<file path="src/rtl/min_heap_priority_queue_top_macros.svh">
// Assertion macros shared by the min-heap priority queue RTL.
// Depends on nothing; users must have clk and rst in scope.
`ifndef MIN_HEAP_PRIORITY_QUEUE_TOP_MACROS_SVH
`define MIN_HEAP_PRIORITY_QUEUE_TOP_MACROS_SVH

// Same-cycle implication, disabled during reset.
`define MHPQ_ASSERT_NOW(lbl, ante, cons, msg) \
  lbl: assert property (@(posedge clk) disable iff (rst) (ante) |-> (cons)) \
    else $error(msg);

// Next-cycle implication, disabled during reset.
`define MHPQ_ASSERT_NEXT(lbl, ante, cons, msg) \
  lbl: assert property (@(posedge clk) disable iff (rst) (ante) |=> (cons)) \
    else $error(msg);

`endif

</file>
<file path="src/rtl/mhpq_pkg.sv">
// Package for the min-heap priority queue: sizes, codes, item and control types.
// Depends on nothing.
package mhpq_pkg;

  localparam int HEAP_DEPTH = 32;
  localparam int ADDR_W     = $clog2(HEAP_DEPTH);
  localparam int CNT_W      = $clog2(HEAP_DEPTH + 1);
  localparam int CHILD_W    = ADDR_W + 2;
  localparam int KEY_W      = 32;
  localparam int ENTRY_W    = 6;

  localparam logic CMD_INSERT = 1'b0;
  localparam logic CMD_DELETE = 1'b1;

  typedef enum logic [1:0] {
    ST_DONE  = 2'd0,
    ST_FULL  = 2'd1,
    ST_EMPTY = 2'd2
  } status_t;

  typedef struct packed {
    logic                    command;
    logic signed [KEY_W-1:0] value;
  } req_t;

  typedef struct packed {
    logic signed [KEY_W-1:0] removed_value;
    status_t                 status;
    logic [ENTRY_W-1:0]      entry_count;
  } rsp_t;

  // Controller to datapath.
  typedef struct packed {
    logic start_ins;
    logic set_full;
    logic set_empty;
    logic rd_parent;
    logic rd_ends;
    logic rd_children;
    logic dn_take;
    logic up_place;
    logic up_step;
    logic dn_step;
    logic load_out;
  } cmd_t;

  // Datapath to controller.
  typedef struct packed {
    logic full;
    logic empty;
    logic at_root;
    logic up_move;
    logic dn_move;
    logic cnt_zero;
  } stat_t;

endpackage

</file>
<file path="src/rtl/mhpq_ram.sv">
// Generic RAM: one write port, two registered read ports.
// Depends on nothing.
module mhpq_ram #(
  parameter int WIDTH = 32,
  parameter int DEPTH = 32
) (
  input  logic                     clk,
  input  logic                     we,
  input  logic [$clog2(DEPTH)-1:0] waddr,
  input  logic [WIDTH-1:0]         wdata,
  input  logic [$clog2(DEPTH)-1:0] raddr_a,
  output logic [WIDTH-1:0]         rdata_a,
  input  logic [$clog2(DEPTH)-1:0] raddr_b,
  output logic [WIDTH-1:0]         rdata_b
);

  logic [WIDTH-1:0] mem [DEPTH];

  always_ff @(posedge clk) begin
    if (we) begin
      mem[waddr] <= wdata;
    end
    rdata_a <= mem[raddr_a];
    rdata_b <= mem[raddr_b];
  end

endmodule

</file>
<file path="src/rtl/mhpq_ctrl.sv">
// Controller for the min-heap priority queue: sequences insert and delete.
// Depends on mhpq_pkg and min_heap_priority_queue_top_macros.svh.
`include "min_heap_priority_queue_top_macros.svh"

module mhpq_ctrl (
  input  logic             clk,
  input  logic             rst,
  input  logic             req_valid,
  input  logic             req_command,
  output logic             req_stall,
  output logic             rsp_valid,
  input  logic             rsp_stall,
  input  mhpq_pkg::stat_t  stat,
  output mhpq_pkg::cmd_t   cmd
);

  typedef enum logic [2:0] {
    S_IDLE,
    S_UP_READ,
    S_UP_CMP,
    S_DN_FETCH,
    S_DN_TAKE,
    S_DN_READ,
    S_DN_CMP,
    S_DONE
  } state_t;

  state_t state;
  state_t state_next;

  assign req_stall = (state != S_IDLE);

  always_comb begin
    cmd        = '0;
    state_next = state;
    case (state)
      S_IDLE: begin
        if (req_valid) begin
          if (req_command == mhpq_pkg::CMD_DELETE) begin
            if (stat.empty) begin
              cmd.set_empty = 1'b1;
              state_next    = S_DONE;
            end else begin
              state_next = S_DN_FETCH;
            end
          end else if (stat.full) begin
            cmd.set_full = 1'b1;
            state_next   = S_DONE;
          end else begin
            cmd.start_ins = 1'b1;
            state_next    = S_UP_READ;
          end
        end
      end
      S_UP_READ: begin
        if (stat.at_root) begin
          cmd.up_place = 1'b1;
          state_next   = S_DONE;
        end else begin
          cmd.rd_parent = 1'b1;
          state_next    = S_UP_CMP;
        end
      end
      S_UP_CMP: begin
        cmd.up_step = 1'b1;
        state_next  = stat.up_move ? S_UP_READ : S_DONE;
      end
      S_DN_FETCH: begin
        cmd.rd_ends = 1'b1;
        state_next  = S_DN_TAKE;
      end
      S_DN_TAKE: begin
        cmd.dn_take = 1'b1;
        state_next  = S_DN_READ;
      end
      S_DN_READ: begin
        if (stat.cnt_zero) begin
          state_next = S_DONE;
        end else begin
          cmd.rd_children = 1'b1;
          state_next      = S_DN_CMP;
        end
      end
      S_DN_CMP: begin
        cmd.dn_step = 1'b1;
        state_next  = stat.dn_move ? S_DN_READ : S_DONE;
      end
      S_DONE: begin
        if (!rsp_valid || !rsp_stall) begin
          cmd.load_out = 1'b1;
          state_next   = S_IDLE;
        end
      end
      default: begin
        state_next = S_IDLE;
      end
    endcase
  end

  always_ff @(posedge clk) begin
    if (rst) begin
      state     <= S_IDLE;
      rsp_valid <= 1'b0;
    end else begin
      state <= state_next;
      if (cmd.load_out) begin
        rsp_valid <= 1'b1;
      end else if (!rsp_stall) begin
        rsp_valid <= 1'b0;
      end
    end
  end

  `MHPQ_ASSERT_NEXT(a_accept_leaves_idle, req_valid && !req_stall, state != S_IDLE,
    "accepted item did not start work")
  `MHPQ_ASSERT_NOW(a_load_into_free_slot, cmd.load_out, !rsp_valid || !rsp_stall,
    "result loaded over a stalled result")
  `MHPQ_ASSERT_NEXT(a_drain_clears_valid, rsp_valid && !rsp_stall && !cmd.load_out,
    !rsp_valid, "taken result shown again")

endmodule

</file>
<file path="src/rtl/mhpq_dp.sv">
// Datapath for the min-heap priority queue: heap RAM, hole position, key, count,
// result register. Depends on mhpq_pkg, mhpq_ram and the macros header.
`include "min_heap_priority_queue_top_macros.svh"

module mhpq_dp (
  input  logic            clk,
  input  logic            rst,
  input  mhpq_pkg::req_t  req,
  input  mhpq_pkg::cmd_t  cmd,
  output mhpq_pkg::stat_t stat,
  output mhpq_pkg::rsp_t  rsp
);

  logic [mhpq_pkg::CNT_W-1:0]          count;
  logic [mhpq_pkg::ADDR_W-1:0]         pos;
  logic signed [mhpq_pkg::KEY_W-1:0]   key;
  logic signed [mhpq_pkg::KEY_W-1:0]   removed;
  mhpq_pkg::status_t                   status;

  logic [mhpq_pkg::ADDR_W-1:0]         parent;
  logic [mhpq_pkg::CHILD_W-1:0]        left;
  logic [mhpq_pkg::CHILD_W-1:0]        right;
  logic [mhpq_pkg::ADDR_W-1:0]         raddr_a;
  logic [mhpq_pkg::ADDR_W-1:0]         raddr_b;
  logic [mhpq_pkg::KEY_W-1:0]          rdata_a;
  logic [mhpq_pkg::KEY_W-1:0]          rdata_b;
  logic                                we;
  logic signed [mhpq_pkg::KEY_W-1:0]   wdata;
  logic                                left_ok;
  logic                                right_ok;
  logic                                take_left;
  logic                                take_right;
  logic signed [mhpq_pkg::KEY_W-1:0]   cand;
  logic signed [mhpq_pkg::KEY_W-1:0]   best_val;
  logic [mhpq_pkg::ADDR_W-1:0]         best_pos;

  assign parent = (pos - mhpq_pkg::ADDR_W'(1)) >> 1;
  assign left   = {1'b0, pos, 1'b1};
  assign right  = {1'b0, pos, 1'b0} + mhpq_pkg::CHILD_W'(2);

  // Pick the smaller child; the left one wins a tie.
  assign left_ok    = left < mhpq_pkg::CHILD_W'(count);
  assign right_ok   = right < mhpq_pkg::CHILD_W'(count);
  assign take_left  = left_ok && ($signed(rdata_a) < key);
  assign cand       = take_left ? $signed(rdata_a) : key;
  assign take_right = right_ok && ($signed(rdata_b) < cand);
  assign best_val   = take_right ? $signed(rdata_b) : $signed(rdata_a);
  assign best_pos   = take_right ? right[mhpq_pkg::ADDR_W-1:0]
                                 : left[mhpq_pkg::ADDR_W-1:0];

  assign stat.full     = count >= mhpq_pkg::CNT_W'(mhpq_pkg::HEAP_DEPTH);
  assign stat.empty    = count == '0;
  assign stat.at_root  = pos == '0;
  assign stat.up_move  = key < $signed(rdata_a);
  assign stat.dn_move  = take_left || take_right;
  assign stat.cnt_zero = count == '0;

  always_comb begin
    raddr_a = '0;
    raddr_b = '0;
    if (cmd.rd_parent) begin
      raddr_a = parent;
    end else if (cmd.rd_ends) begin
      raddr_b = mhpq_pkg::ADDR_W'(count - mhpq_pkg::CNT_W'(1));
    end else if (cmd.rd_children) begin
      raddr_a = left[mhpq_pkg::ADDR_W-1:0];
      raddr_b = right[mhpq_pkg::ADDR_W-1:0];
    end
  end

  // The moving key stays in a register; only displaced entries are written
  // into the hole, and the key lands once its slot is found.
  always_comb begin
    we    = cmd.up_place || cmd.up_step || cmd.dn_step;
    wdata = key;
    if (cmd.up_step && stat.up_move) begin
      wdata = $signed(rdata_a);
    end else if (cmd.dn_step && stat.dn_move) begin
      wdata = best_val;
    end
  end

  mhpq_ram #(
    .WIDTH(mhpq_pkg::KEY_W),
    .DEPTH(mhpq_pkg::HEAP_DEPTH)
  ) u_heap_ram (
    .clk     (clk),
    .we      (we),
    .waddr   (pos),
    .wdata   (wdata),
    .raddr_a (raddr_a),
    .rdata_a (rdata_a),
    .raddr_b (raddr_b),
    .rdata_b (rdata_b)
  );

  always_ff @(posedge clk) begin
    if (rst) begin
      count <= '0;
    end else if (cmd.start_ins) begin
      count <= count + mhpq_pkg::CNT_W'(1);
    end else if (cmd.dn_take) begin
      count <= count - mhpq_pkg::CNT_W'(1);
    end
  end

  always_ff @(posedge clk) begin
    if (cmd.start_ins) begin
      key     <= req.value;
      pos     <= mhpq_pkg::ADDR_W'(count);
      removed <= '0;
      status  <= mhpq_pkg::ST_DONE;
    end else if (cmd.set_full) begin
      removed <= '0;
      status  <= mhpq_pkg::ST_FULL;
    end else if (cmd.set_empty) begin
      removed <= '0;
      status  <= mhpq_pkg::ST_EMPTY;
    end else if (cmd.dn_take) begin
      removed <= $signed(rdata_a);
      key     <= $signed(rdata_b);
      pos     <= '0;
      status  <= mhpq_pkg::ST_DONE;
    end else if (cmd.up_step && stat.up_move) begin
      pos <= parent;
    end else if (cmd.dn_step && stat.dn_move) begin
      pos <= best_pos;
    end
    if (cmd.load_out) begin
      rsp.removed_value <= removed;
      rsp.status        <= status;
      rsp.entry_count   <= mhpq_pkg::ENTRY_W'(count);
    end
  end

  `MHPQ_ASSERT_NOW(a_count_in_range, 1'b1,
    count <= mhpq_pkg::CNT_W'(mhpq_pkg::HEAP_DEPTH), "entry count beyond depth")
  `MHPQ_ASSERT_NOW(a_up_move_not_root, cmd.up_step, pos != '0,
    "sift-up compare at the root")
  `MHPQ_ASSERT_NOW(a_take_nonempty, cmd.dn_take, count != '0,
    "delete taken from an empty heap")

endmodule

</file>
<file path="src/rtl/min_heap_priority_queue_top.sv">
// Top level of the min-heap priority queue: controller plus datapath.
// Depends on mhpq_pkg, mhpq_ctrl, mhpq_dp (and mhpq_ram below it).
//
//   channel | signals                        | payload
//   --------+--------------------------------+----------------------------------
//   request | req_valid in, req_stall out    | command, value
//   result  | rsp_valid out, rsp_stall in    | removed_value, status, entry_count
//
// One item at a time. Insert climbs the key one level at a time until it stops
// below its parent or reaches the root. Delete takes the root and, unless it
// took the last entry, sinks the last entry from the root level by level. Full
// and empty items go straight to the result. Each level costs one heap RAM read
// and one compare-and-write; the RAM read port is registered.
// Reset clears the entry count and the handshakes; heap contents need no clear.
// A stalled result holds in its register while the next item is accepted and
// worked; that item waits for the register to free before it finishes.
module min_heap_priority_queue_top (
  input  logic           clk,
  input  logic           rst,
  input  logic           req_valid,
  output logic           req_stall,
  input  mhpq_pkg::req_t req,
  output logic           rsp_valid,
  input  logic           rsp_stall,
  output mhpq_pkg::rsp_t rsp
);

  mhpq_pkg::cmd_t  cmd;
  mhpq_pkg::stat_t stat;

  // Sequence each operation.
  mhpq_ctrl u_ctrl (
    .clk         (clk),
    .rst         (rst),
    .req_valid   (req_valid),
    .req_command (req.command),
    .req_stall   (req_stall),
    .rsp_valid   (rsp_valid),
    .rsp_stall   (rsp_stall),
    .stat        (stat),
    .cmd         (cmd)
  );

  // Hold the heap, the moving key and the result register.
  mhpq_dp u_dp (
    .clk  (clk),
    .rst  (rst),
    .req  (req),
    .cmd  (cmd),
    .stat (stat),
    .rsp  (rsp)
  );

endmodule

</file>
<file path="config.mk">
export PLATFORM = sky130hd
export DESIGN_NAME = min_heap_priority_queue_top
export DESIGN_NICKNAME = d
export VERILOG_FILES = /design/src/rtl/mhpq_pkg.sv /design/src/rtl/mhpq_ram.sv /design/src/rtl/mhpq_ctrl.sv /design/src/rtl/mhpq_dp.sv /design/src/rtl/min_heap_priority_queue_top.sv
export VERILOG_INCLUDE_DIRS = /design/src /design/src/rtl
export SDC_FILE = /design/constraint.sdc
export NUM_CORES = 2
export LEC_CHECK = 0
export BUFFER_PORTS_ARGS = -buffer_cell sky130_fd_sc_hd__buf_2
export CORE_UTILIZATION = 57
export DETAILED_ROUTE_END_ITERATION = 8
export PLACE_DENSITY_LB_ADDON = 0.08
export REMOVE_ABC_BUFFERS = 1
export SYNTH_ARGS = -nofsm -noshare
export SYNTH_HDL_FRONTEND = slang
export SYNTH_SLANG_ARGS = --single-unit
</file>
<file path="constraint.sdc">
create_clock -name clk -period 6.3 [get_ports clk]
set_input_delay 1.575 -clock clk [delete_from_list [all_inputs] [get_ports clk]]
set_output_delay 1.575 -clock clk [all_outputs]
set_load 0.02 [all_outputs]
</file>
==> out/results.tsv <==
stage	metric	value	unit
outcome	run status	finished, final reports clean	
drt	ANT nets after route	0	
cts	CTS Buf Count	120	
floorplanning	# IOs	79	
synthesis	Mapped Cells	4492	
place	# placed instances	5741	
cts	H-tree levels	3	
worst_setup_path	Reg2Reg Capture Point	u_dp.u_heap_ram.mem[6][5]	
worst_setup_path	crit-path cells	inv_1 > ha_1 > a41o_1 > a21oi_2 > nor3_1 > nor4b_4 > buf_4 > a31oi_2 > nor3_4 > buf_6 > mux2i_1 > ha_1 > a21o_1 > a21o_1 > a2111oi_4 > nor4_2 > o32a_1 > or4b_4 > a211oi_4 > nor4b_2 > or2_4 > a21bo_4 > o221a_1 > buf_12	
finish	nets	4635	
finish	Fillers	7369	
worst_setup_path	Worst Path Buf+Inv	4	
cts	CTS sink cnt	1209	
synthesis	main area contributors after synthesis	edfxtp_1 (57%), mux4_2 (10%), nand2_1 (6.0%)	
timing	Fin. Hold Viols	0	
min_path	hold_sp	u_dp.status[1]	
synthesis	Yosys top cell by area	edfxtp_1	
worst_setup_path	critical path's slowest cell	or4b_4	
cts	clk root buf	clkbuf_16	
timing	Worst Tran Pin Value	1.33	ns
finish	Finished Layout Cells	5984	
worst_setup_path	Slowest Stage Delay on Critical Path	0.52	ns
floorplanning	Core Box Area	100000	um^2
synthesis	Yosys reg bits	1209	
min_path	WHS Endpoint	u_dp.rsp[7]	
timing	Tcrit/Tclk final	0.980	
timing	max-slew violations	0	
power	Pleak	22.1	nW
grt	pin count of the biggest net entering global routing	179	
synthesis	syn avg cell area	12.9	um^2
place	PortBufs	78	
power	PD cells	506	nW/um^2
drt	initial DRC count	6097	
timing	Final Setup Violations	0	
worst_setup_path	CP top delay family	compound AO/OA/AOI/OAI gates	
worst_setup_path	Worst Path Arrival	6.62	ns
timing	Slew Limit Headroom	0.110	
drt	vias	41400	
worst_setup_path	Reg2Reg Setup Slack	0.13	ns
grt	initial antenna violation count	6	
min_path	worst hold path class	flop to flop	
grt	vias in the first global route	39200	
worst_setup_path	Crit Path Max Fanout	32	
synthesis	Seq/Total Area, Yosys	0.609	
power	Max VDD drop	0.000328	V
worst_setup_path	Setup CP Type	flop to flop	
drt	Residual DRC	0	
grt	GR Overflow Total	0	
cts	TritonCTS clock tree	built	
finish	share of cells above drive strength 1	0.177	
worst_setup_path	Critical Path RT	6.75	ns
timing	Final min period	6.17	ns
place	Post-DP HPWL	104000	um
floorplanning	die area	103000	um^2
cts	Clock Latency Late Sink	0.73	ns
floorplanning	initial core utilization	0.577	
synthesis	Ys Warns	0	
synthesis	Mapped Area	57800	um^2
timing	final setup TNS	0	ns
drt	DRT Wirelength	188000	um
flow_run	max cap viols	0	
finish	area of the multi-input gates	21600	um^2
drt	DRT Pass-1 Iters	8	
grt	GRT Overall Usage	0.364	
min_path	worst hold stages	0	
worst_setup_path	reg2reg path depth	24	
place	Routability Congestion	0.926	
drt	number of vias per cell	6.92	
floorplanning	Rows	116	
grt	first-pass GRT wire length	268000	um
synthesis	Synth Flop Type	edfxtp_1	
finish	P&R area growth vs syn	13.2	%
synthesis	post-synth top area share	0.572	
floorplanning	Chip Height	321	um
finish	Sequential cell area	35200	um^2
worst_setup_path	type of element capturing the critical path	flop	
cts	CTS clock-pin slew for the worst setup and hold paths	0.06	ns
worst_setup_path	Reg2Reg Launch Point	u_dp.key[22]	
synthesis	share of synthesized registers carrying an async set or reset	0	
floorplanning	die width	321	um
synthesis	number of flops mapped to enable cells by yosys	1101	
timing	fmax	0.162	GHz
drt	DR WL/cell	31.4	um
timing	Min Hold Slack	0.438	ns
timing	Clock Skew	0.0293	ns
cts	clk buf depth	3	
synthesis	synth unique cells	62	
worst_setup_path	startpoint types	flop	
==> worst reg2reg max path, stage by stage (launching register included) <==
cell and delay [ns]:
edfxtp_1 0.41, inv_1 0.08, ha_1 0.25, a41o_1 0.23
a21oi_2 0.12, nor3_1 0.09, nor4b_4 0.31, buf_4 0.16
a31oi_2 0.11, nor3_4 0.27, buf_6 0.16, mux2i_1 0.19
ha_1 0.27, a21o_1 0.17, a21o_1 0.19, a2111oi_4 0.36
nor4_2 0.10, o32a_1 0.38, or4b_4 0.52, a211oi_4 0.24
nor4b_2 0.10, or2_4 0.29, a21bo_4 0.37, o221a_1 0.35
buf_12 0.17
==> Yosys cell counts (all sizes together), types with 14 or more instances <==
master,n
nor2,98
a311oi,128
and2,259
ha,80
inv,49
mux2i,35
mux4,256
a21oi,158
nand4,14
mux2,32
a31oi,129
a211oi,360
dfxtp,108
clkbuf,305
nand3,178
nand2,922
o221a,32
buf,56
o21ai,49
a21o,45
edfxtp,1101
==> flip-flops by register name (all words and copies together) (netlist names) <==
name	flops
u_ctrl.rsp_valid	1
u_ctrl.state	3
u_dp.count	6
u_dp.key	32
u_dp.pos	5
u_dp.removed	32
u_dp.rsp	40
u_dp.status	2
u_dp.u_heap_ram.mem	1024
u_dp.u_heap_ram.rdata_a	32
u_dp.u_heap_ram.rdata_b	32
==> stage by stage <==
| step | instance area [um^2] | setup WS (ns) | total power (W) | util |
|---|---|---|---|---|
| floorplan | 56500 | -15.80 | 0.0210 | - |
| global placement | 61200 | -0.0873 | 0.0252 | 0.610 |
| finish | 65500 | 0.129 | 0.0331 | 0.653 |
| detailed placement | 61200 | -0.249 | 0.0254 | 0.610 |
| global route | 65500 | -0.00351 | 0.0344 | 0.653 |
| CTS | 65300 | 0.0366 | 0.0327 | 0.651 |
==> cell usage in the layout, fill, tap and decap left out, types with 34 or more instances in the layout <==
cell type     n
mux4_2      256
nand2_1     920
buf_4       107
clkbuf_16   126
nor2_4       34
a21oi_1     154
inv_1        47
o21ai_0      44
a211oi_1    359
buf_2        78
ha_1         78
a31oi_1     128
nand3_1     178
a311oi_1    128
nor2_1       64
edfxtp_1   1101
dfxtp_1     108
mux2i_1      35
a21o_1       44
buf_12       76
and2_1      257
==> final cells by class <==
class | instances | share of cell area
inverter | 49 | 0.00281
antenna | 4 | 0.000153
sequential | 1209 | 0.538
tap | 1357 | 0.0259
clock inverter | 56 | 0.00761
multi-input combinational | 2875 | 0.330
timing repair buffer | 263 | 0.0418
clock buffer | 171 | 0.0533
==> worst max path at each step <==
stage,from,to,cells past startpoint
global placement,u_dp.key[22],u_dp.u_heap_ram.mem[29][12],24
CTS,u_dp.key[27],u_dp.u_heap_ram.mem[14][22],22
detailed placement,u_dp.key[30],u_dp.u_heap_ram.mem[30][29],22
global route,u_dp.key[1],u_dp.u_heap_ram.mem[19][31],24
finish,u_dp.key[22],u_dp.u_heap_ram.mem[6][5],24
floorplan,u_dp.pos[0],u_dp.u_heap_ram.rdata_a[0],10
==> cells by family after synthesis <==
| kind of cell | count (synthesis) | share of synthesized area |
|---|---|---|
| multiplexers | 323 | 0.112 |
| buffers and inverters | 410 | 0.0272 |
| AND/OR/NAND/NOR | 1514 | 0.116 |
| adder cells (fa/ha/maj) | 80 | 0.0173 |
| flip-flops | 1209 | 0.609 |
| XOR/XNOR | 16 | 0.00242 |
| AO/OA/AOI/OAI | 940 | 0.116 |
==> repair_timing <==
action | 4_1_cts | 5_1_grt
hold buffers | 0 | 0
pin swaps | 1 | 10
setup endpoints to repair | 1024 | 1030
gates cloned | 2 | 0
hold endpoints to repair | 0 | 0
gates resized for setup | 5 | 20
setup buffers | 4 | 6
==> report_power, final <==
part           switching, W  internal, W  leakage (nW)  total [W]
sequential         0.000647       0.0113          10.8     0.0119
clock               0.00303      0.00417          1.97    0.00720
combinational       0.00863      0.00533          9.35     0.0140
total                0.0123       0.0208          22.1     0.0331
==> metal layers <==
layer,global-route usage,vias up,wire length (um)
met5,0,-,12
met4,0.182,2,10000
met3,0.0799,504,22800
met2,0.543,2790,83200
met1,0.509,20700,71700
li1,-,17400,-
No activity file was read; power rests on OpenSTA's default activity.
